**config.mk**
```make
export PLATFORM = sky130hd
export DESIGN_NAME = utf8_to_utf16_decoder_unit
export DESIGN_NICKNAME = d
export VERILOG_FILES = /design/src/rtl/utu_pkg.sv /design/src/rtl/utf8_to_utf16_decoder_unit.sv /design/src/rtl/utu_decode.sv /design/src/rtl/utu_result_fifo.sv
export SDC_FILE = /design/constraint.sdc
export NUM_CORES = 1
export LEC_CHECK = 0
export ABC_AREA = 0
export ABC_CLOCK_PERIOD_IN_PS = 10110
export BUFFER_PORTS_ARGS = -buffer_cell sky130_fd_sc_hd__buf_2
export CORE_UTILIZATION = 36
export DETAILED_ROUTE_END_ITERATION = 8
export PLACE_DENSITY = 0.56
export SKIP_CTS_REPAIR_TIMING = 1
export SYNTH_ARGS = -nofsm -noshare
export SYNTH_HDL_FRONTEND = slang
export SYNTH_SLANG_ARGS = --single-unit
```
**constraint.sdc**
```tcl
create_clock -name clk -period 10.11 [get_ports clk]
set_clock_uncertainty 0.15 [all_clocks]
set_input_delay 1.011 -clock clk [delete_from_list [all_inputs] [get_ports clk]]
set_output_delay 1.011 -clock clk [all_outputs]
set_load 0.01 [all_outputs]
```
**src/rtl/utu_pkg.sv**
```systemverilog
// ----------------------------------------------------------------------------
// UTF-8 to UTF-16 decoder package
// Holds the result kinds, the result record and the encoding constants that
// the decoder modules use.
// ----------------------------------------------------------------------------
package utu_pkg;

  // Result queue geometry. The depth must be a power of two so that the
  // pointers wrap naturally.
  localparam int RES_DEPTH = 4;
  localparam int RES_PTR_W = $clog2(RES_DEPTH);
  localparam int RES_CNT_W = $clog2(RES_DEPTH + 1);

  // Kind of each result transaction.
  typedef enum logic [1:0] {
    KIND_UNIT  = 2'd0,
    KIND_ERROR = 2'd1,
    KIND_END   = 2'd2
  } result_kind_t;

  // One result as it travels from the decoder to the result queue.
  typedef struct packed {
    result_kind_t kind;
    logic [15:0]  unit;
    logic         last;
  } result_t;

  // Lead byte masks and tags.
  localparam logic [7:0] LEAD2_MASK = 8'hE0;
  localparam logic [7:0] LEAD2_TAG  = 8'hC0;
  localparam logic [7:0] LEAD3_MASK = 8'hF0;
  localparam logic [7:0] LEAD3_TAG  = 8'hE0;
  localparam logic [7:0] LEAD4_MASK = 8'hF8;
  localparam logic [7:0] LEAD4_TAG  = 8'hF0;
  localparam logic [1:0] CONT_TAG   = 2'b10;

  // Code point limits.
  localparam logic [20:0] MIN_CP_LEN1    = 21'h000080;
  localparam logic [20:0] MIN_CP_LEN2    = 21'h000800;
  localparam logic [20:0] SUPP_BASE      = 21'h010000;
  localparam logic [20:0] MAX_CP         = 21'h10FFFF;
  localparam logic [20:0] SURR_FIRST     = 21'h00D800;
  localparam logic [20:0] SURR_LAST      = 21'h00DFFF;
  localparam logic [20:0] BMP_LAST       = 21'h00FFFF;
  localparam logic [15:0] SURR_HIGH_BASE = 16'hD800;
  localparam logic [15:0] SURR_LOW_BASE  = 16'hDC00;

endpackage

```
**src/rtl/utf8_to_utf16_decoder_unit.sv**
```systemverilog
// ----------------------------------------------------------------------------
// UTF-8 to UTF-16 decoder unit
// Top level: input register, decode step and result queue.
// ----------------------------------------------------------------------------
// The unit takes one UTF-8 byte per input transaction and can accept a byte
// in every cycle while the result queue has room for the decode step. Each
// byte is first captured in an input register, decoded there once the queue
// can take its results and written into a four-entry result queue, from which
// the first result is presented at the result port. A byte
// normally gives one result (or none for a lead or middle continuation
// byte); a supplementary code point gives a high and a low surrogate, which
// leave one after the other, as the result port delivers one result per
// cycle while out_ready is high. The decode step advances only while the
// queue has two free slots, which sets the throughput when results stall.
// ----------------------------------------------------------------------------
module utf8_to_utf16_decoder_unit (
  input  logic        clk,
  input  logic        rst_n,
  input  logic        in_valid,
  output logic        in_ready,
  input  logic [7:0]  in_data_byte,
  output logic        out_valid,
  input  logic        out_ready,
  output logic [1:0]  out_result_kind,
  output logic [15:0] out_code_unit,
  output logic        out_last_of_item
);

  logic             hold_valid_r;
  logic [7:0]       hold_byte_r;
  logic             dec_step;
  logic             room;
  logic [1:0]       res_count;
  logic [1:0]       push_count;
  utu_pkg::result_t res_first;
  utu_pkg::result_t res_second;
  utu_pkg::result_t out_entry;

  // The held byte is decoded whenever the queue can take its results.
  assign dec_step   = hold_valid_r && room;
  assign in_ready   = !hold_valid_r || dec_step;
  assign push_count = dec_step ? res_count : 2'd0;

  // Input register.
  always_ff @(posedge clk) begin
    if (!rst_n) begin
      hold_valid_r <= 1'b0;
    end else if (in_ready) begin
      hold_valid_r <= in_valid;
    end
  end

  always_ff @(posedge clk) begin
    if (in_valid && in_ready) begin
      hold_byte_r <= in_data_byte;
    end
  end

  utu_decode u_decode (
    .clk        (clk),
    .rst_n      (rst_n),
    .step       (dec_step),
    .data_byte  (hold_byte_r),
    .res_count  (res_count),
    .res_first  (res_first),
    .res_second (res_second)
  );

  utu_result_fifo u_result_fifo (
    .clk         (clk),
    .rst_n       (rst_n),
    .push_count  (push_count),
    .push_first  (res_first),
    .push_second (res_second),
    .pop         (out_valid && out_ready),
    .room        (room),
    .out_valid   (out_valid),
    .out_entry   (out_entry)
  );

  // Result channel payload.
  assign out_result_kind  = out_entry.kind;
  assign out_code_unit    = out_entry.unit;
  assign out_last_of_item = out_entry.last;

endmodule

```
**src/rtl/utu_decode.sv**
```systemverilog
// ----------------------------------------------------------------------------
// UTF-8 decode step
// Holds the partial code point and sequence counters, and turns one byte into
// zero, one or two results combinationally.
// ----------------------------------------------------------------------------
module utu_decode (
  input  logic             clk,
  input  logic             rst_n,
  input  logic             step,
  input  logic [7:0]       data_byte,
  output logic [1:0]       res_count,
  output utu_pkg::result_t res_first,
  output utu_pkg::result_t res_second
);

  logic [20:0] partial_r, partial_nxt;
  logic [1:0]  remaining_r, remaining_nxt;
  logic [1:0]  seq_len_r, seq_len_nxt;

  logic [20:0] cp;
  logic [20:0] cp_off;
  logic [1:0]  rem_dec;
  logic        bad;

  // Candidate code point once this byte is appended, and its checks.
  assign cp      = {partial_r[14:0], data_byte[5:0]};
  assign cp_off  = cp - utu_pkg::SUPP_BASE;
  assign rem_dec = remaining_r - 2'd1;
  assign bad     = ((seq_len_r == 2'd1) && (cp < utu_pkg::MIN_CP_LEN1)) ||
                   ((seq_len_r == 2'd2) && (cp < utu_pkg::MIN_CP_LEN2)) ||
                   ((seq_len_r == 2'd3) && (cp < utu_pkg::SUPP_BASE))   ||
                   (cp > utu_pkg::MAX_CP) ||
                   ((cp >= utu_pkg::SURR_FIRST) && (cp <= utu_pkg::SURR_LAST));

  // Next state and results for the byte in hand.
  always_comb begin
    partial_nxt   = partial_r;
    remaining_nxt = remaining_r;
    seq_len_nxt   = seq_len_r;
    res_count     = 2'd0;
    res_first     = '{kind: utu_pkg::KIND_UNIT, unit: 16'h0000, last: 1'b1};
    res_second    = '{kind: utu_pkg::KIND_UNIT, unit: 16'h0000, last: 1'b1};

    if (remaining_r == 2'd0) begin
      priority if (data_byte == 8'h00) begin
        res_count      = 2'd1;
        res_first.kind = utu_pkg::KIND_END;
      end else if (!data_byte[7]) begin
        res_count      = 2'd1;
        res_first.unit = {8'h00, data_byte};
      end else if ((data_byte & utu_pkg::LEAD2_MASK) == utu_pkg::LEAD2_TAG) begin
        partial_nxt   = {16'h0000, data_byte[4:0]};
        seq_len_nxt   = 2'd1;
        remaining_nxt = 2'd1;
      end else if ((data_byte & utu_pkg::LEAD3_MASK) == utu_pkg::LEAD3_TAG) begin
        partial_nxt   = {17'h00000, data_byte[3:0]};
        seq_len_nxt   = 2'd2;
        remaining_nxt = 2'd2;
      end else if ((data_byte & utu_pkg::LEAD4_MASK) == utu_pkg::LEAD4_TAG) begin
        partial_nxt   = {18'h00000, data_byte[2:0]};
        seq_len_nxt   = 2'd3;
        remaining_nxt = 2'd3;
      end else begin
        res_count      = 2'd1;
        res_first.kind = utu_pkg::KIND_ERROR;
        partial_nxt    = '0;
        seq_len_nxt    = 2'd0;
      end
    end else if (data_byte[7:6] != utu_pkg::CONT_TAG) begin
      // Sequence broken: drop the byte and go idle.
      res_count      = 2'd1;
      res_first.kind = utu_pkg::KIND_ERROR;
      partial_nxt    = '0;
      remaining_nxt  = 2'd0;
      seq_len_nxt    = 2'd0;
    end else if (rem_dec != 2'd0) begin
      partial_nxt   = cp;
      remaining_nxt = rem_dec;
    end else begin
      // Sequence complete: check it and emit one or two code units.
      partial_nxt   = '0;
      remaining_nxt = 2'd0;
      seq_len_nxt   = 2'd0;
      priority if (bad) begin
        res_count      = 2'd1;
        res_first.kind = utu_pkg::KIND_ERROR;
      end else if (cp <= utu_pkg::BMP_LAST) begin
        res_count      = 2'd1;
        res_first.unit = cp[15:0];
      end else begin
        res_count       = 2'd2;
        res_first.unit  = utu_pkg::SURR_HIGH_BASE | {6'b000000, cp_off[19:10]};
        res_first.last  = 1'b0;
        res_second.unit = utu_pkg::SURR_LOW_BASE | {6'b000000, cp_off[9:0]};
      end
    end
  end

  // Decoder state.
  always_ff @(posedge clk) begin
    if (!rst_n) begin
      partial_r   <= '0;
      remaining_r <= 2'd0;
      seq_len_r   <= 2'd0;
    end else if (step) begin
      partial_r   <= partial_nxt;
      remaining_r <= remaining_nxt;
      seq_len_r   <= seq_len_nxt;
    end
  end

endmodule

```
**src/rtl/utu_result_fifo.sv**
```systemverilog
// ----------------------------------------------------------------------------
// UTF-8 to UTF-16 result queue
// A small register queue that takes up to two results a cycle from the
// decoder and hands one result a cycle to the result channel while it is ready.
// ----------------------------------------------------------------------------
module utu_result_fifo (
  input  logic             clk,
  input  logic             rst_n,
  input  logic [1:0]       push_count,
  input  utu_pkg::result_t push_first,
  input  utu_pkg::result_t push_second,
  input  logic             pop,
  output logic             room,
  output logic             out_valid,
  output utu_pkg::result_t out_entry
);

  utu_pkg::result_t entries [utu_pkg::RES_DEPTH];

  logic [utu_pkg::RES_PTR_W-1:0] wr_ptr_r, wr_ptr_nxt;
  logic [utu_pkg::RES_PTR_W-1:0] rd_ptr_r, rd_ptr_nxt;
  logic [utu_pkg::RES_CNT_W-1:0] count_r, count_nxt;
  logic [utu_pkg::RES_PTR_W-1:0] wr_ptr_second;

  // The decoder may step only when two slots are free.
  assign room          = count_r <= utu_pkg::RES_CNT_W'(utu_pkg::RES_DEPTH - 2);
  assign out_valid     = count_r != '0;
  assign out_entry     = entries[rd_ptr_r];
  assign wr_ptr_second = wr_ptr_r + utu_pkg::RES_PTR_W'(1);

  // Pointer and fill level updates.
  always_comb begin
    wr_ptr_nxt = wr_ptr_r + utu_pkg::RES_PTR_W'(push_count);
    rd_ptr_nxt = rd_ptr_r + utu_pkg::RES_PTR_W'(pop);
    count_nxt  = count_r + utu_pkg::RES_CNT_W'(push_count) - utu_pkg::RES_CNT_W'(pop);
  end

  always_ff @(posedge clk) begin
    if (!rst_n) begin
      wr_ptr_r <= '0;
      rd_ptr_r <= '0;
      count_r  <= '0;
    end else begin
      wr_ptr_r <= wr_ptr_nxt;
      rd_ptr_r <= rd_ptr_nxt;
      count_r  <= count_nxt;
    end
  end

  // Entry storage; no reset needed on payload.
  always_ff @(posedge clk) begin
    if (push_count != 2'd0) begin
      entries[wr_ptr_r] <= push_first;
    end
    if (push_count == 2'd2) begin
      entries[wr_ptr_second] <= push_second;
    end
  end

endmodule

```
# After elaboration in Yosys (flattened, before gate mapping)

Memories as Yosys holds them, arrays and structs flattened. A register that Yosys moved wholly into a read port is not among the register bits.
Cells that the tools add are included.

Add/sub/neg operators: 7
Order comparisons: 8
Equality and inequality tests: 12
Mux-type cells: 58
Reductions and logical operators: 21

Operators by type and width:

| kind                                                                            | count |
|---|---|
| 16-bit two-way mux                                                              | 7 |
| 15-bit two-way mux                                                              | 6 |
| 2-bit two-way mux                                                               | 30 |
| 21-bit by 16-bit <= comparator with 1-bit output (second input constant)        | 2 |
| 17-bit two-way mux                                                              | 2 |
| 21-bit by 16-bit >= comparator with 1-bit output (second input constant)        | 1 |
| 21-bit > comparator (second input constant)                                     | 1 |
| 21-bit by 12-bit less-than comparator with 1-bit output (second input constant) | 1 |
| 21-bit by 17-bit less-than comparator with 1-bit output (second input constant) | 1 |
| 21-bit by 8-bit less-than comparator with 1-bit output (second input constant)  | 1 |
| 20-bit by 17-bit subtractor with 20-bit output (second input constant)          | 1 |
| 19-bit two-way mux                                                              | 1 |
| 18-bit two-way mux                                                              | 1 |
| 8-bit logical NOT                                                               | 1 |
| 1-bit two-way mux                                                               | 8 |
| 4-bit AND reduction                                                             | 2 |
| 1-bit logical AND                                                               | 7 |
| 7-bit two-way mux                                                               | 1 |
| 2-bit equality test (second input constant)                                     | 3 |
| 2-bit != test (second input constant)                                           | 3 |
| 5-bit equality test (second input constant)                                     | 1 |
| 1-bit logical OR                                                                | 5 |
| 4-bit equality test (second input constant)                                     | 1 |
| 4-bit two-way mux                                                               | 1 |
| other kinds (17)                                                                | 18 |

Register bits: 35
RAM bits: 76
Output and inout port bits: 21
Logic and storage cells: 115
Memories: 1

Memory list:

| name                  | depth | width | rd ports | clocked after Yosys merged registers in | write ports | line                  | text |
|---|---|---|---|---|---|---|---|
| u_result_fifo.entries | 4     | 19    | 1        | 1                                       | 2           | utu_result_fifo.sv:18 | `utu_pkg::result_t entries [utu_pkg::RES_DEPTH];` |

# Depth between registers and ports, before layout

Gate-level depths: netlist of the first run.

Word-level depth: 14
Mapped depth: 14
Gate-level depth less buffers: 13

# Hierarchy

Synthesis of the first run repeated with hierarchy kept, for this count alone.

Cell total of the unflattened synthesis: 447
Area total of the unflattened synthesis: 6179.7 um2

Modules (own cells, without submodules):

| module                     | times used | cells each | area each (um2) | sequential area each (um2) |
|---|---|---|---|---|
| utu_result_fifo            | 1          | 227        | 4307.9          | 2422.3 |
| utu_decode                 | 1          | 203        | 1545.2          | 380.4 |
| utf8_to_utf16_decoder_unit | 1          | 17         | 326.6           | 260.2 |

# Least setup slack after synthesis of the first run

OpenSTA, ideal clock, no wires.

Path kind: reg-to-reg
From: reg u_decode.remaining_r[0]
To: reg u_result_fifo.count_r[2] in the netlist's numbering
Arrival: 2.979 ns
Setup slack: 6.866 ns
Stages on the path, launching flop included: 14
Path buffers: 1
Clock period less this slack: 3.244 ns
Cell sequence: dfxtp_1 > inv_1 > ha_1 > clkbuf_1 > nor3b_1 > o31ai_1 > mux2i_1 > o211a_2 > nand3_1 > ha_1 > fa_1 > xor2_1 > xnor2_1 > and2_1

Word-level cells in the longest chain between the ends: 8
Elaborated cells on any way between the ends: 9
Classes of those cells: add/sub: 3; mux: 4; reduce/logical: 2

Ends and longest elaborated chain:

| what                                            | line                             | text |
|---|---|---|
| start, declared                                 | utu_decode.sv:17                 | `logic [1:0] remaining_r, remaining_nxt;` |
| start signal, assigned                          | utu_decode.sv:107                | `remaining_r <= remaining_nxt;` |
| 2-bit by 1-bit subtractor with 2-bit output     | utu_decode.sv:28                 | `assign rem_dec = remaining_r - 2'd1;` |
| 2-bit nonzero test                              | utu_decode.sv:76                 | `end else if (rem_dec != 2'd0) begin` |
| 2-bit two-way mux                               | utu_decode.sv:76                 |  |
| 2-bit two-way mux                               | utu_decode.sv:69                 | `end else if (data_byte[7:6] != utu_pkg::CONT_TAG) begin` |
| 2-bit two-way mux (*)                           | utu_decode.sv:44                 | `if (remaining_r == 2'd0) begin` |
| 2-bit two-way mux (*)                           | utf8_to_utf16_decoder_unit.sv:42 | `assign push_count = dec_step ? res_count : 2'd0;` |
| 3-bit by 2-bit adder with 3-bit output (*)      | utu_result_fifo.sv:35            | `count_nxt = count_r + utu_pkg::RES_CNT_W'(push_count) - utu_pkg::RES_CNT_W'(pop);` |
| 3-bit by 1-bit subtractor with 3-bit output (*) | utu_result_fifo.sv:35            |  |
| end signal, assigned                            | utu_result_fifo.sv:46            | `count_r <= count_nxt;` |
| end, declared                                   | utu_result_fifo.sv:22            | `logic [utu_pkg::RES_CNT_W-1:0] count_r, count_nxt;` |

Mark *: on every way between the ends. The rest lies on a longest branch, timed or not.
A chain may end at the register's enable or synchronous reset.

==> flow_summary.html, run 1 <==
<table>
<tr><th>Metric</th><th>Value</th></tr>
<tr><th colspan="2">Run status</th></tr>
<tr><td>Status</td><td>complete, no violations</td></tr>
<tr><th colspan="2">Detailed routing</th></tr>
<tr><td>Drt drc</td><td>0</td></tr>
<tr><td>Detailed Routing Iterations Pass 1</td><td>5</td></tr>
<tr><td>Violation count after the first detailed-routing iteration</td><td>~460</td></tr>
<tr><td>WL per Instance</td><td>21.0 um</td></tr>
<tr><td>Drt via density</td><td>5.99</td></tr>
<tr><td>Via count</td><td>approximately 4200</td></tr>
<tr><td>Total routed wirelength</td><td>14.7 mm</td></tr>
<tr><td>Count of antenna-violating nets left after detailed routing</td><td>0</td></tr>
<tr><th colspan="2">Global routing</th></tr>
<tr><td>Wire length of the first global-routing pass</td><td>~24 mm</td></tr>
<tr><td>Initial antenna violation count</td><td>0</td></tr>
<tr><td>GRT Util Overall</td><td>0.196</td></tr>
<tr><td>Via count of the first global-routing pass</td><td>slightly above 4000</td></tr>
<tr><td>Largest net degree at the start of global routing</td><td>28</td></tr>
<tr><td>Overflow left after global routing</td><td>0</td></tr>
<tr><th colspan="2">Pwr</th></tr>
<tr><td>Combinational share of power</td><td>0.203</td></tr>
<tr><td>Switch Pwr</td><td>between 300 and 400 uW</td></tr>
<tr><td>Switching part of the total power</td><td>0.282</td></tr>
<tr><td>Total leakage power</td><td>~2 nW</td></tr>
<tr><td>Pint</td><td>between 800 and 900 uW</td></tr>
<tr><td>Power per standard cell area</td><td>~190 nW/um2</td></tr>
<tr><td>Worst VDD drop</td><td>0.0868 mV</td></tr>
<tr><td>Power, Total</td><td>around 1.1 mW</td></tr>
<tr><td>Flop pwr share</td><td>0.476</td></tr>
<tr><td>Clk pwr share</td><td>0.321</td></tr>
<tr><th colspan="2">Timing</th></tr>
<tr><td>Final clock period utilization by the worst path</td><td>0.415</td></tr>
<tr><td>Total setup violations reported at the end of the flow</td><td>0</td></tr>
<tr><td>Fin. max-slew vios</td><td>0</td></tr>
<tr><td>Final Hold Violating Endpoints</td><td>0</td></tr>
<tr><td>Relative slew slack</td><td>0.155</td></tr>
<tr><td>Time the final worst path needs with I/O delays and setup</td><td>approximately 4.2 ns</td></tr>
<tr><td>RSZ-0062 raised after global routing</td><td>false</td></tr>
<tr><td>Hold_ws</td><td>between 0.3 and 0.4 ns</td></tr>
<tr><td>Total negative setup slack</td><td>0 ns</td></tr>
<tr><td>Maximum frequency from static timing analysis</td><td>between 0.2 and 0.25 GHz</td></tr>
<tr><td>Worst-Margin Slew</td><td>between 1 and 1.5 ns</td></tr>
<tr><th colspan="2">Synthesis</th></tr>
<tr><td>Post-synthesis register bit count</td><td>about 110</td></tr>
<tr><td>Synth top area cells</td><td>sky130_fd_sc_hd__edfxtp_1 (37%), sky130_fd_sc_hd__dfxtp_1 (15%), sky130_fd_sc_hd__mux4_2 (7.7%)</td></tr>
<tr><td>Number of enable-type register cells in the synthesized netlist</td><td>68</td></tr>
<tr><td>Most frequently used cell type in the post-synthesis netlist</td><td>sky130_fd_sc_hd__edfxtp_1</td></tr>
<tr><td>Number of distinct library cells after synthesis</td><td>66</td></tr>
<tr><td>Post-synth ARST share</td><td>0</td></tr>
<tr><td>Netlist area before placement</td><td>roughly 5600 um2</td></tr>
<tr><td>Share of the synthesized area in the top cell type</td><td>0.365</td></tr>
<tr><td>Synth cell count leaders</td><td>sky130_fd_sc_hd__edfxtp_1 (68), sky130_fd_sc_hd__nand2_1 (54), sky130_fd_sc_hd__dfxtp_1 (43)</td></tr>
<tr><td>Yosys warns</td><td>0</td></tr>
<tr><td>Mapped Avg Cell Area</td><td>11.2 um2</td></tr>
<tr><td>Most used DFF post-synth</td><td>sky130_fd_sc_hd__edfxtp_1</td></tr>
<tr><td>Post-synth net total</td><td>between 500 and 600</td></tr>
<tr><td>Seq/Total Area, Yosys</td><td>0.519</td></tr>
<tr><td>Synth area leader</td><td>sky130_fd_sc_hd__edfxtp_1</td></tr>
<tr><td>Gate Count Post-Synth</td><td>between 400 and 500</td></tr>
<tr><th colspan="2">Clocking</th></tr>
<tr><td>CTS H-Tree Depth</td><td>3</td></tr>
<tr><td>Clock tree from TritonCTS</td><td>built</td></tr>
<tr><td>Largest buffer count on any clock path</td><td>2</td></tr>
<tr><td>Insertion delay to the later sink of the worst-skew pair</td><td>between 0.3 and 0.4 ns</td></tr>
<tr><td>Clock transition at path regs</td><td>0.07 ns</td></tr>
<tr><td>Number of clock sinks</td><td>111</td></tr>
<tr><td>CTS buffer count</td><td>9</td></tr>
<tr><td>Clock tree root driver cell</td><td>sky130_fd_sc_hd__clkbuf_16</td></tr>
<tr><th colspan="2">Worst setup path</th></tr>
<tr><td>Kind of start point of the critical path</td><td>flip-flop</td></tr>
<tr><td>Peak fanout along the critical path</td><td>18</td></tr>
<tr><td>Critical path data required time</td><td>9.96 ns</td></tr>
<tr><td>Reg2reg path depth</td><td>7</td></tr>
<tr><td>Critical path class</td><td>flip-flop to flip-flop</td></tr>
<tr><td>Critical path capture point type</td><td>flip-flop</td></tr>
<tr><td>Critical path arrival</td><td>roughly 4.0 ns</td></tr>
<tr><th colspan="2">Finish</th></tr>
<tr><td>Total of fill cells in the finished design</td><td>between 1000 and 1500</td></tr>
<tr><td>Area Growth Syn to Fin</td><td>10.0%</td></tr>
<tr><td>Antenna diode instance count</td><td>0</td></tr>
<tr><td>Fraction of final layout cells with drive strength greater than 1</td><td>0.169</td></tr>
<tr><td>NumNets Final</td><td>530</td></tr>
<tr><th colspan="2">Placement</th></tr>
<tr><td>Number of buffers inserted by port buffering</td><td>32</td></tr>
<tr><td>Placed wire-length estimate</td><td>between 10 and 15 mm</td></tr>
<tr><td>Gp weighted congestion</td><td>~0.91</td></tr>
<tr><th colspan="2">Die</th></tr>
<tr><td>Site Rows</td><td>45</td></tr>
<tr><td>Floorplan die area</td><td>between 15000 and 20000 um2</td></tr>
<tr><td>Die Height</td><td>between 100 and 150 um</td></tr>
<tr><td>Die Wd</td><td>approximately 130 um</td></tr>
<tr><td>Area inside the core boundary</td><td>15200 um2</td></tr>
<tr><td>Effective utilization at floorplan</td><td>0.368</td></tr>
<tr><td>I/O Pins</td><td>33</td></tr>
<tr><th colspan="2">Job</th></tr>
<tr><td>Max-cap check violation count</td><td>0</td></tr>
<tr><th colspan="2">Worst hold path</th></tr>
<tr><td>Hold Path Class</td><td>flip-flop to flip-flop</td></tr>
<tr><td>Hold depth</td><td>2</td></tr>
</table>
## cell families after synthesis
kind of cell	count (synthesis)	share of synthesized area
AO/OA/AOI/OAI	129	0.167
adder cells (fa/ha/maj)	9	0.0215
AND/OR/NAND/NOR	173	0.164
flip-flops	111	0.519
buffers and inverters	49	0.0365
XOR/XNOR	6	0.00941
multiplexers	22	0.0828
## metrics by stage
stage / std cells / setup slack, ns / area, um2 / utilization
after global placement: 686 / 6.08 / 5850 / 0.385
after floorplan: 499 / 6.87 / 5590 / -
after CTS: 702 / 5.93 / 6150 / 0.404
final: 702 / 5.92 / 6150 / 0.404
after detailed placement: 686 / 5.94 / 5850 / 0.385
after global routing: 702 / 5.70 / 6150 / 0.404
## final cells by class
cell class,instances,area (um2),area share
multi-input combinational,339,2480,0.404
timing repair buffer,35,183,0.0297
clock inverter,5,63.8,0.0104
inverter,13,48.8,0.00794
sequential,111,2900,0.472
tap,188,235,0.0383
clock buffer,11,233,0.0379
## final timing paths
| kind | startpoint | to | slack [ns] |
|---|---|---|---|
| max reg2reg | hold_byte_r[5]$_DFFE_PP_ | u_result_fifo.entries[0][1]$_DFFE_PP_ | 5.92 |
| max | hold_byte_r[5]$_DFFE_PP_ | u_result_fifo.entries[0][1]$_DFFE_PP_ | 5.92 |
| min | u_result_fifo.entries[3][18]$_SDFFE_PP0N_ | u_result_fifo.entries[3][18]$_SDFFE_PP0N_ | 0.31 |
| min reg2reg | u_result_fifo.entries[3][18]$_SDFFE_PP0N_ | u_result_fifo.entries[3][18]$_SDFFE_PP0N_ | 0.31 |
## power groups by stage
stage / Combinational [mW] / Sequential, mW / Clock, mW
finish: 0.232 / 0.542 / 0.365
global route: 0.260 / 0.547 / 0.388
detailed placement: 0.236 / 0.553 / 0
floorplan: 0.181 / 0.533 / 0
global placement: 0.232 / 0.550 / 0
CTS: 0.237 / 0.542 / 0.373
## sequential cells by signal, summed over array words and instances, names as in the netlist
signal and flops:
u_result_fifo.entries 76, u_decode.partial_r 15, hold_byte_r 8, u_result_fifo.count_r 3, u_decode.remaining_r 2, u_decode.seq_len_r 2
u_result_fifo.rd_ptr_r 2, u_result_fifo.wr_ptr_r 2, hold_valid_r 1
## critical path: stages, from the launching register on
cell and delay (ns):
sky130_fd_sc_hd__edfxtp_1 0.65, sky130_fd_sc_hd__nand3_2 0.23, sky130_fd_sc_hd__nor4_4 0.42, sky130_fd_sc_hd__a21oi_2 0.13, sky130_fd_sc_hd__or2_1 0.51, sky130_fd_sc_hd__nor4_4 0.90
sky130_fd_sc_hd__nor2_1 0.26, sky130_fd_sc_hd__inv_1 0.57
## cells in the final DEF, fill, tap and decap left out, types with 3 or more instances in the layout
cell type,netlist,layout
sky130_fd_sc_hd__edfxtp_1,68,68
sky130_fd_sc_hd__nand2_1,54,54
sky130_fd_sc_hd__dfxtp_1,43,43
sky130_fd_sc_hd__buf_2,8,32
sky130_fd_sc_hd__nor2_1,31,31
sky130_fd_sc_hd__a21oi_1,27,27
sky130_fd_sc_hd__a22o_1,22,22
sky130_fd_sc_hd__mux4_2,19,19
sky130_fd_sc_hd__o21ai_0,17,17
sky130_fd_sc_hd__nor2b_1,16,16
sky130_fd_sc_hd__a22oi_1,16,16
sky130_fd_sc_hd__inv_1,13,13
sky130_fd_sc_hd__nor3_1,12,12
sky130_fd_sc_hd__nand4_1,11,11
sky130_fd_sc_hd__nand3_1,11,11
sky130_fd_sc_hd__clkbuf_16,0,9
sky130_fd_sc_hd__and2_1,8,8
sky130_fd_sc_hd__ha_1,8,8
sky130_fd_sc_hd__and3_1,5,5
sky130_fd_sc_hd__a21boi_0,5,5
sky130_fd_sc_hd__or3_1,4,4
sky130_fd_sc_hd__a32o_1,4,4
sky130_fd_sc_hd__o2bb2ai_1,4,4
sky130_fd_sc_hd__a211oi_1,4,4
sky130_fd_sc_hd__nor4_4,3,3
sky130_fd_sc_hd__o31ai_1,3,3
sky130_fd_sc_hd__nor4_1,3,3
sky130_fd_sc_hd__nor3_2,3,3
sky130_fd_sc_hd__xnor2_1,3,3
sky130_fd_sc_hd__xor2_1,3,3
sky130_fd_sc_hd__inv_6,0,3
sky130_fd_sc_hd__buf_4,2,3
## layer usage
layer  track usage  wire length [um]  vias up
met5             0                 0        -
met4        0.0744               316        0
met3        0.0401               835       26
met2         0.293              6760      168
met1         0.279              6830     2098
li1              -                 -     1914
No activity file was read; power rests on OpenSTA's default activity.
==> run 2, diff against run 1 <==
Settings changed: ABC_AREA 0 to 1, ABC_CLOCK_PERIOD_IN_PS 10110 to 4000.
Clock period 10.11 ns to 4 ns, I/O delays scaled along.
==> run 2 against run 1 <==
  * Die area up 5.3%
  * Sequential share of layout area down 2.6 points
  * Cell area up 5.9%
==> flow_summary.html, run 2 <==
<table>
<tr><th>Metric</th><th>Value</th></tr>
<tr><th colspan="2">Clocking</th></tr>
<tr><td>Number of clock sinks</td><td>111 (unchanged)</td></tr>
<tr><td>Clock transition at path regs</td><td>0.07 ns (about the same)</td></tr>
<tr><td>Clock tree from TritonCTS</td><td>built</td></tr>
<tr><td>Insertion delay to the later sink of the worst-skew pair</td><td>0.36 ns (about the same)</td></tr>
<tr><td>Clock tree root driver cell</td><td>sky130_fd_sc_hd__clkbuf_16</td></tr>
<tr><td>CTS buffer count</td><td>9 (unchanged)</td></tr>
<tr><td>Largest buffer count on any clock path</td><td>2 (unchanged)</td></tr>
<tr><td>CTS H-Tree Depth</td><td>3 (unchanged)</td></tr>
<tr><th colspan="2">Worst setup path</th></tr>
<tr><td>Critical path arrival</td><td>3.23 ns (-0.81 ns)</td></tr>
<tr><td>Critical path class</td><td>flip-flop to flip-flop</td></tr>
<tr><td>Flop-to-flop setup slack</td><td>0.62 ns (-5.30 ns)</td></tr>
<tr><td>Peak fanout along the critical path</td><td>22 (+4)</td></tr>
<tr><td>Critical path data required time</td><td>3.84 ns (-6.12 ns)</td></tr>
<tr><td>Critical path capture point type</td><td>flip-flop</td></tr>
<tr><td>Kind of start point of the critical path</td><td>flip-flop</td></tr>
<tr><th colspan="2">Die</th></tr>
<tr><td>Effective utilization at floorplan</td><td>0.369 (+0.00191)</td></tr>
<tr><td>Die Height</td><td>130 um (+2.6%)</td></tr>
<tr><td>Site Rows</td><td>46 (+2.2%)</td></tr>
<tr><td>Die Wd</td><td>130 um (+2.6%)</td></tr>
<tr><td>Floorplan die area</td><td>16900 um2 (+5.3%)</td></tr>
<tr><td>I/O Pins</td><td>33 (unchanged)</td></tr>
<tr><td>Area inside the core boundary</td><td>15900 um2 (+4.9%)</td></tr>
<tr><th colspan="2">Placement</th></tr>
<tr><td>Instance count after placement with tap cells included</td><td>938 (+37%)</td></tr>
<tr><td>Placed Instance Area</td><td>6220 um2 (+6.3%)</td></tr>
<tr><td>Number of buffers inserted by port buffering</td><td>32 (unchanged)</td></tr>
<tr><td>Gp weighted congestion</td><td>0.926 (+2.2%)</td></tr>
<tr><td>Pre-CTS setup slack</td><td>0.651 ns (-5.28 ns)</td></tr>
<tr><td>Placed wire-length estimate</td><td>12.1 mm (+15%)</td></tr>
<tr><th colspan="2">Synthesis</th></tr>
<tr><td>Post-synth net total</td><td>735 (+41%)</td></tr>
<tr><td>Yosys warns</td><td>0 (unchanged)</td></tr>
<tr><td>Number of distinct library cells after synthesis</td><td>42 (-36%)</td></tr>
<tr><td>Seq/Total Area, Yosys</td><td>0.493 (-0.0267)</td></tr>
<tr><td>Post-synthesis register bit count</td><td>111 (unchanged)</td></tr>
<tr><td>Mapped Avg Cell Area</td><td>8.25 um2 (-26%)</td></tr>
<tr><td>Post-synth ARST share</td><td>0 (unchanged)</td></tr>
<tr><td>Most frequently used cell type in the post-synthesis netlist</td><td>sky130_fd_sc_hd__nand2_1</td></tr>
<tr><td>Most used DFF post-synth</td><td>sky130_fd_sc_hd__edfxtp_1</td></tr>
<tr><td>Netlist area before placement</td><td>5890 um2 (+5.4%)</td></tr>
<tr><td>Number of enable-type register cells in the synthesized netlist</td><td>68 (unchanged)</td></tr>
<tr><td>Share of the synthesized area in the top cell type</td><td>0.347 (-0.0188)</td></tr>
<tr><td>Gate Count Post-Synth</td><td>714 (+43%)</td></tr>
<tr><td>Synth cell count leaders</td><td>sky130_fd_sc_hd__nand2_1 (121), sky130_fd_sc_hd__nor2_1 (96), sky130_fd_sc_hd__o21ai_0 (88)</td></tr>
<tr><td>Synth top area cells</td><td>sky130_fd_sc_hd__edfxtp_1 (35%), sky130_fd_sc_hd__dfxtp_1 (15%), sky130_fd_sc_hd__nand2_1 (7.7%)</td></tr>
<tr><td>Synth area leader</td><td>sky130_fd_sc_hd__edfxtp_1</td></tr>
<tr><th colspan="2">Timing</th></tr>
<tr><td>Final clock period utilization by the worst path</td><td>0.846 (+0.431)</td></tr>
<tr><td>Final Hold Violating Endpoints</td><td>0 (unchanged)</td></tr>
<tr><td>Fin. max-slew vios</td><td>0 (unchanged)</td></tr>
<tr><td>Hold_ws</td><td>0.0688 ns (-0.240 ns)</td></tr>
<tr><td>Worst-Margin Slew</td><td>1.14 ns (-0.113 ns)</td></tr>
<tr><td>RSZ-0062 raised after global routing</td><td>false</td></tr>
<tr><td>Total negative setup slack</td><td>0 ns (unchanged)</td></tr>
<tr><td>Final worst-path setup slack</td><td>0.616 ns (-5.30 ns)</td></tr>
<tr><td>Maximum frequency from static timing analysis</td><td>0.295 GHz (+24%)</td></tr>
<tr><td>Time the final worst path needs with I/O delays and setup</td><td>3.38 ns (-0.807 ns)</td></tr>
<tr><td>Relative slew slack</td><td>0.236 (+0.0812)</td></tr>
<tr><td>Total setup violations reported at the end of the flow</td><td>0 (unchanged)</td></tr>
<tr><th colspan="2">Pwr</th></tr>
<tr><td>Power per standard cell area</td><td>506 nW/um2 (+170%)</td></tr>
<tr><td>Total leakage power</td><td>2.41 nW (+18%)</td></tr>
<tr><td>Power, Total</td><td>3.29 mW (+190%)</td></tr>
<tr><td>Worst VDD drop</td><td>0.213 mV (+140%)</td></tr>
<tr><th colspan="2">Global routing</th></tr>
<tr><td>Via count of the first global-routing pass</td><td>4822 (+18%)</td></tr>
<tr><td>Initial antenna violation count</td><td>0 (unchanged)</td></tr>
<tr><td>Overflow left after global routing</td><td>0 (unchanged)</td></tr>
<tr><td>GRT Util Overall</td><td>0.210 (+0.0144)</td></tr>
<tr><td>Wire length of the first global-routing pass</td><td>26.5 mm (+12%)</td></tr>
<tr><td>Largest net degree at the start of global routing</td><td>40 (+43%)</td></tr>
<tr><th colspan="2">Detailed routing</th></tr>
<tr><td>Total routed wirelength</td><td>16.5 mm (+12%)</td></tr>
<tr><td>Count of antenna-violating nets left after detailed routing</td><td>0 (unchanged)</td></tr>
<tr><td>Drt via density</td><td>5.31 (-11%)</td></tr>
<tr><td>Detailed Routing Iterations Pass 1</td><td>5 (unchanged)</td></tr>
<tr><td>Violation count after the first detailed-routing iteration</td><td>423 (-8.6%)</td></tr>
<tr><td>WL per Instance</td><td>17.3 um (-18%)</td></tr>
<tr><td>Via count</td><td>5061 (+20%)</td></tr>
<tr><td>Drt drc</td><td>0 (unchanged)</td></tr>
<tr><th colspan="2">Worst hold path</th></tr>
<tr><td>Hold Path Class</td><td>primary input to flip-flop</td></tr>
<tr><th colspan="2">Finish</th></tr>
<tr><td>Area Growth Syn to Fin</td><td>10.6%</td></tr>
<tr><td>Fraction of final layout cells with drive strength greater than 1</td><td>0.133 (-0.0365)</td></tr>
<tr><td>Fraction of the core area covered by cells at the end of the flow</td><td>0.408 (+0.00413)</td></tr>
<tr><td>Antenna diode instance count</td><td>0 (unchanged)</td></tr>
<tr><td>Area of all placed cells without fillers</td><td>6510 um2 (+5.9%)</td></tr>
<tr><td>Largest regs</td><td>u_result_fifo.entries: 76 flops, u_decode.partial_r: 15 flops, hold_byte_r: 8 flops</td></tr>
<tr><td>Leading cell type in the layout, fill and taps excluded</td><td>sky130_fd_sc_hd__nand2_1</td></tr>
<tr><td>Most flops, register</td><td>u_result_fifo.entries</td></tr>
<tr><td>NumNets Final</td><td>754 (+42%)</td></tr>
<tr><td>Total of fill cells in the finished design</td><td>1637 (+14%)</td></tr>
<tr><td>Most used cells in the layout excluding fill and tap cells</td><td>sky130_fd_sc_hd__nand2_1 (121), sky130_fd_sc_hd__nor2_1 (96), sky130_fd_sc_hd__o21ai_0 (88), sky130_fd_sc_hd__edfxtp_1 (68), sky130_fd_sc_hd__inv_1 (60)</td></tr>
<tr><td>Final std cells w/o fill</td><td>954 (+36%)</td></tr>
<tr><td>Largest register FFs</td><td>76 (unchanged)</td></tr>
<tr><th colspan="2">Job</th></tr>
<tr><td>Max-cap check violation count</td><td>0 (unchanged)</td></tr>
<tr><th colspan="2">Run status</th></tr>
<tr><td>Status</td><td>complete, no violations</td></tr>
</table>
## run 2: cell types whose count changed after synthesis, sizes merged, moves of 16 or more
cell | before | now
o21ai | 18 | 103
nor2 | 31 | 108
nand2 | 54 | 128
inv | 13 | 65
nand3 | 12 | 43
a22o | 22 | 0
o22ai | 3 | 23
mux4 | 19 | 0
a21oi | 29 | 46
nor2b | 16 | 0
## run 2: path summary, 6_finish.rpt
kind	start	to	cells past startpoint
hold reg to reg	u_result_fifo.entries[2][0]$_SDFFE_PP1P_	u_result_fifo.entries[2][0]$_SDFFE_PP1P_	2
hold / removal	in_data_byte[1]	hold_byte_r[1]$_DFFE_PP_	1
setup / recovery	hold_byte_r[5]$_DFFE_PP_	u_result_fifo.entries[1][3]$_DFFE_PP_	10
setup reg to reg	hold_byte_r[5]$_DFFE_PP_	u_result_fifo.entries[1][3]$_DFFE_PP_	10
## run 2: report_power, final
group          internal (mW)  total (mW)  switching (mW)
sequential              1.34        1.41          0.0768
combinational          0.326       0.965           0.639
clock                  0.490       0.915           0.425
total                   2.15        3.29            1.14
## run 2: area by class of cell
type	instances	area, um2	area share
clock inverters	6	65.1	0.00999
flip-flops and latches	111	2900	0.446
repair buffers	46	265	0.0407
multi-input cells	498	2530	0.388
well taps	216	270	0.0415
clock buffers	10	229	0.0352
inverters	67	251	0.0386
## run 2: worst max-delay path, stage by stage (launching register included)
cell	delay [ns]
sky130_fd_sc_hd__edfxtp_1	0.54
sky130_fd_sc_hd__nand2_1	0.09
sky130_fd_sc_hd__nor2_1	0.10
sky130_fd_sc_hd__nand2_1	0.07
sky130_fd_sc_hd__o21ai_1	0.15
sky130_fd_sc_hd__nand3b_1	0.25
sky130_fd_sc_hd__inv_2	0.31
sky130_fd_sc_hd__nand4_4	0.17
sky130_fd_sc_hd__nand2_4	0.28
sky130_fd_sc_hd__nand2_2	0.29
sky130_fd_sc_hd__nand2_1	0.60
## run 2: cells by family after synthesis
kind of cell	Yosys count	share of synthesized area
DFF	111	0.493
adders and majority gates	9	0.0204
xor gates and xnor gates	5	0.00744
AOI/OAI and AO/OA	193	0.185
and+or+nand+nor	291	0.216
buffers and inverters	105	0.0780
## run 2: metal layers
metal  vias to the layer above  global-route usage  wire, um
met5                         -                   0         0
met4                         0               0.101       682
li1                       2471                   -         -
met1                      2376               0.276      7570
met2                       175               0.330      7310
met3                        39              0.0443       944
